===== config.mk =====
export PLATFORM = sky130hd
export DESIGN_NAME = ssiec_fail_track
export DESIGN_NICKNAME = d
export VERILOG_FILES = /design/src/design/ssiec_pkg.sv /design/src/design/ssiec_fail_track.sv
export SDC_FILE = /design/constraint.sdc
export NUM_CORES = 1
export LEC_CHECK = 0
export BUFFER_PORTS_ARGS = -buffer_cell sky130_fd_sc_hd__buf_2
export CAP_MARGIN = 0
export CELL_PAD_IN_SITES_DETAIL_PLACEMENT = 1
export CELL_PAD_IN_SITES_GLOBAL_PLACEMENT = 1
export CORE_UTILIZATION = 32
export DETAILED_ROUTE_END_ITERATION = 7
export HOLD_SLACK_MARGIN = 0.15
export PLACE_DENSITY = 0.85
export SLEW_MARGIN = 30
export SYNTH_ARGS = -nofsm -noshare
export SYNTH_HDL_FRONTEND = slang
export SYNTH_SLANG_ARGS = --single-unit

===== constraint.sdc =====
create_clock -name clock -period 4.7 [get_ports clock]
set_clock_uncertainty 0.05 [all_clocks]
set_input_delay 0.47 -clock clock [delete_from_list [all_inputs] [get_ports clock]]
set_output_delay 0.47 -clock clock [all_outputs]
set_load 0.01 [all_outputs]

===== src/design/ssiec_pkg.sv =====
// ----------------------------------------------------------------------------
// SSI encoder frame checker package
// Opcodes, error codes, register map and shared structs.
// ----------------------------------------------------------------------------
package ssiec_pkg;

   localparam int OPCODE_W   = 2;
   localparam int FRAME_W    = 32;
   localparam int ANGLE_W    = 12;
   localparam int ERROR_W    = 3;
   localparam int LIMIT_W    = 4;
   localparam int COUNT_W    = LIMIT_W + 1;
   localparam int CSR_ADDR_W = 3;
   localparam int CSR_DATA_W = 32;

   localparam logic [OPCODE_W-1:0] OP_FRAME     = 2'd0;
   localparam logic [OPCODE_W-1:0] OP_BUS_ERROR = 2'd1;
   localparam logic [OPCODE_W-1:0] OP_RESTART   = 2'd2;

   localparam logic [ERROR_W-1:0] ERR_NONE        = 3'd0;
   localparam logic [ERROR_W-1:0] ERR_NO_RESPONSE = 3'd1;
   localparam logic [ERROR_W-1:0] ERR_PARITY      = 3'd2;
   localparam logic [ERROR_W-1:0] ERR_OCF         = 3'd3;
   localparam logic [ERROR_W-1:0] ERR_COF         = 3'd4;

   localparam logic [LIMIT_W-1:0] RETRY_LIMIT_RESET = 4'd3;

   // word index of each register (byte address bit 2 and up)
   localparam logic RETRY_LIMIT_IDX = 1'b0;

   typedef struct packed {
      logic                 is_restart;
      logic                 is_fail;
      logic                 is_good;
      logic [ERROR_W-1:0]   fail_code;
      logic                 parsed;
      logic [ANGLE_W-1:0]   angle;
      logic                 lin;
      logic                 mag_inc;
      logic                 mag_dec;
   } parse_type;

   typedef struct packed {
      logic                 retry;
      logic                 report;
      logic                 set_global;
      logic [ERROR_W-1:0]   fault_code;
   } track_type;

endpackage


===== src/design/ssiec_fail_track.sv =====
// ----------------------------------------------------------------------------
// SSI encoder failure tracker
// Saturating fail counter, persistent-report latch and last error code.
// ----------------------------------------------------------------------------
module ssiec_fail_track (
   input  logic                            clock,
   input  logic                            reset,
   input  logic                            advance,
   input  logic [ssiec_pkg::LIMIT_W-1:0]   retry_limit,
   input  logic                            motor_is_source,
   input  ssiec_pkg::parse_type            parse,
   output ssiec_pkg::track_type            track
);
   import ssiec_pkg::*;

   logic [COUNT_W-1:0] fail_count_ff;
   logic [COUNT_W-1:0] fail_count_in;
   logic               latched_ff;
   logic               latched_in;
   logic [ERROR_W-1:0] last_error_ff;
   logic [ERROR_W-1:0] last_error_in;
   logic [COUNT_W-1:0] lim_ext;
   logic [COUNT_W-1:0] fail_bump;

   assign lim_ext   = {1'b0, retry_limit};
   assign fail_bump = (fail_count_ff > lim_ext) ? lim_ext + 1'b1 : fail_count_ff + 1'b1;

   always_comb begin
      fail_count_in    = fail_count_ff;
      latched_in       = latched_ff;
      last_error_in    = last_error_ff;
      track            = '0;
      priority if (parse.is_restart) begin
         fail_count_in = '0;
         latched_in    = 1'b0;
      end else if (parse.is_fail) begin
         fail_count_in    = fail_bump;
         last_error_in    = parse.fail_code;
         track.set_global = !motor_is_source;
         if (fail_bump <= lim_ext) begin
            track.retry = 1'b1;
         end else if (!latched_ff) begin
            latched_in   = 1'b1;
            track.report = !motor_is_source;
         end
      end else if (parse.is_good) begin
         fail_count_in = '0;
         latched_in    = 1'b0;
         last_error_in = ERR_NONE;
      end
      track.fault_code = last_error_in;
   end

   always_ff @(posedge clock) begin
      if (reset) begin
         fail_count_ff <= '0;
         latched_ff    <= 1'b0;
         last_error_ff <= ERR_NONE;
      end else if (advance) begin
         fail_count_ff <= fail_count_in;
         latched_ff    <= latched_in;
         last_error_ff <= last_error_in;
      end
   end

endmodule


# Word level (Yosys, flattened, before mapping)
# Index checks and enable logic that the tools add are counted.
dict set report word_totals {
  regBits 9
  in_bits 30
  elab_cells 28
}
dict set report op_classes {
  n_addsub 2
  order_cmp 2
  eq_ne 1
  mux 16
  reduce_logical 4
}
# operator count
set op_table {}
lappend op_table {{$mux 5} 4}
lappend op_table {{$mux 3} 5}
lappend op_table {{$mux 1} 7}
lappend op_table {{$add 4x1->5 const B} 1}
lappend op_table {{$add 5x1->5 const B} 1}
lappend op_table {{$gt 5x4->1} 1}
lappend op_table {{$le 5x4->1} 1}
lappend op_table {{$ne 3x3->1 const B} 1}
lappend op_table {{$reduce_and 3->1} 1}
lappend op_table {{$reduce_bool 3->1} 1}
lappend op_table {{$reduce_and 2->1} 1}
lappend op_table {{$logic_not 1->1} 1}

# Longest topological paths before layout
dict set report logic_depth {
  depth_word 6
  ltp_mapped 14
  depth_no_buf 14
}

# Worst setup path before layout
# OpenSTA, ideal clock, no wires.
dict set report synth_path {
  path_type {input -> output}
  from {input port retry_limit[2] in the netlist's numbering}
  to {output port track[5] in the netlist's numbering}
  arrival_time_ns 3.194
  path_slack_ns 0.986
  path_stages 14
  path_cell_list {inv_1 -> ha_1 -> and3_2 -> o21ai_2 -> a22oi_4 -> mux2_2 -> ha_1 -> ha_1 -> nor2b_1 -> o21a_1 -> o21ai_0 -> nand2b_1 -> a22oi_2 -> and2_1}
}
# element line
set synth_lines {}
lappend synth_lines {{start: declaration} ssiec_fail_track.sv:9} ;# input logic [ssiec_pkg::LIMIT_W-1:0] retry_limit,
lappend synth_lines {{end: declaration} ssiec_fail_track.sv:12} ;# output ssiec_pkg::track_type track

==> metrics.txt <==
Design Power=0.000182 W; Slew headroom=0.662; number of global-route vias before repair=720; CP max FO=8; Most Used Layer, Global Route=met2; Async SR Flop Fraction=0; Seq/Total Area, Yosys=0.238; Seq pwr share=0.433; GRT overflow=0; post-synth cell types=35; Switching Share=0.288; Crit path max-delay family=compound AO/OA/AOI/OAI gates; Final Max Slew Viols=0; clock root cell=clkbuf_4; via density per instance=5.29; post_cts resized=0; Pint=0.000130 W; Crit Path Class=input port to output pin; share of the synthesized area in the top cell type=0.238; Syn Std Cell Area=756 um^2; largest net degree at the start of global routing=9; Routed wire per std cell=14.3 um; Fin. Hold Viols=0; fin nets=148; antenna violations before repair=0; CP Cell Sequence=buf_2, inv_1, ha_1, and3_2, o21ai_2, a22oi_4, mux2_2, ha_1, ha_1, nor2b_1, o21a_1, o21ai_0, nand2b_1, a22oi_2, and2_1, buf_2; Pleak=0.424 nW; pre-CTS WS=0.494 ns; routing usage on met2=0.280; Synth area leader=dfxtp_1; Die X=50.6 um; Vias=719; most used cell, CP=ha_1; element type at the critical path start=input port; final worst path period need=4.20 ns; Data arrival, critical path=3.68 ns; PortBufs=19; global-route wire length before repair=3.18 mm; hold_buf cts=0; TritonCTS clock tree=done; synth top area cells=dfxtp_1 (24%), ha_1 (15%), mux2i_1 (9.3%); Comb power frac=0.230; CP bufs+invs=3; Fin Setup TNS=0 ns; achievable clock frequency=0.238 GHz; H-tree levels=1; Iter 0 DRT Violations=7; element type at the critical path end=output pin; type of the worst min-delay path=input port to flip-flop; Max Root-Sink Buffers=2; RePlAce Congestion=0.758; Yosys reg bits=9; status=finished, final reports clean; antenna cells=0; Main synth FF type=dfxtp_1; Gate Count Post-Synth=86; total CTS buffers=3; required time worst endpoint=4.18 ns; Setup violations, final=0; Post-synth EDFFs=0; die area=2560 um^2; drt drc=0; share of the clock period used by the worst path=0.894; Clk pwr share=0.337; Layout area overhead=20.2%; routing usage on met1=0.201; Commonest cells post-synth=dfxtp_1 (9), ha_1 (9), mux2i_1 (7), nor2_1 (7); placement row count=17; Worst-Margin Slew=0.503 ns; Min Hold Slack=0.433 ns; max incr delay on CP=0.38 ns; Die Ht=50.6 um; peak supply drop=0.147 mV; Top Ports=36; dpl hpwl=1.57 mm; Max-Cap Viols=0; total net switching power=0.0000525 W; met3 GRT Util=0.0364; setup bufs post-CTS=0; post-synthesis net count=125; Synth Warn #=0; fraction of layout cells with a size suffix above 1=0.269; Final ANT Viol Nets=0; Worst-Skew Late Latency=0.26 ns; PD cells=200 nW/um^2; Total Routed Length=1.94 mm; DRT Pass-1 Iters=4; core area=2210 um^2; Clock Sink Count=9; Mapped Avg Cell Area=8.79 um^2; RSZ-0062 raised after global routing=no; starting density of the core=0.342; CTS clk-pin slew, worst paths=0.06 ns; fin worst setup slack=0.497 ns; Total GRT Usage=0.166; critical path's slowest cell=mux2_2
## power by group through the flow
stage                     Sequential, W   Clock, W  Combinational (W)
after floorplan               0.0000802          0          0.0000257
after global placement        0.0000806          0          0.0000396
after detailed placement      0.0000806          0          0.0000420
after CTS                     0.0000789  0.0000664          0.0000423
after global routing          0.0000790  0.0000689          0.0000462
final                         0.0000789  0.0000614          0.0000418
## registers in the layout, summed over array words and instances (netlist names)
name	flops
fail_count_ff	5
latched_ff	1
last_error_ff	3
## cell type report
type,instances,area [um^2]
Tap cell,28,35.0
Fill cell,291,1300
Timing Repair Buffer,19,95.1
Inverter,6,22.5
Sequential cell,9,180
Clock buffer,4,26.3
Multi-Input combinational cell,70,549
## per-layer routing
| layer | wire length [um] | part of all wire |
|---|---|---|
| met1 | 914 | 0.47 |
| met2 | 955 | 0.49 |
| met3 | 68 | 0.035 |
| met4 | 0 | 0 |
| met5 | 0 | 0 |
## through the flow
step | utilization | cells | area [um^2]
global route | 0.411 | 136 | 908
detailed placement | 0.399 | 132 | 882
finish | 0.411 | 136 | 908
floorplan | - | 86 | 756
global placement | 0.399 | 132 | 882
CTS | 0.411 | 136 | 908
## cells by family (layout without fill, tap and decap cells)
logic type               after synthesis  in the layout  share of synthesized area
AND/OR/NAND/NOR                       30             30                      0.219
AO/OA/AOI/OAI                         20             20                      0.209
adder cells (fa/ha/maj)                9              9                      0.149
multiplexers                           9              9                      0.127
flip-flops                             9              9                      0.238
buffers and inverters                  7             29                     0.0348
XOR/XNOR                               2              2                     0.0232
## layout by cell type (no fill, tap or decap), types with 2 or more instances in the layout
cell,n
ha_1,9
nor2_1,7
nand4b_1,2
clkbuf_4,3
inv_1,6
nand2_1,6
dfxtp_1,9
nand2b_1,2
o21ai_0,6
mux2i_1,7
buf_2,19
a22o_1,3
nor2b_1,4
nand3_1,2
## path summary, 6_finish.rpt
kind                                        from                to  slack (ns)  cells past startpoint
worst max register to register  fail_count_ff[3]        latched_ff        1.32                     13
worst max-delay path              retry_limit[2]          track[5]        0.50                     16
worst min register to register  fail_count_ff[4]  fail_count_ff[4]        0.45                      2
worst min-delay path                       reset  fail_count_ff[0]        0.43                      2
No activity file was read; power rests on OpenSTA's default activity.
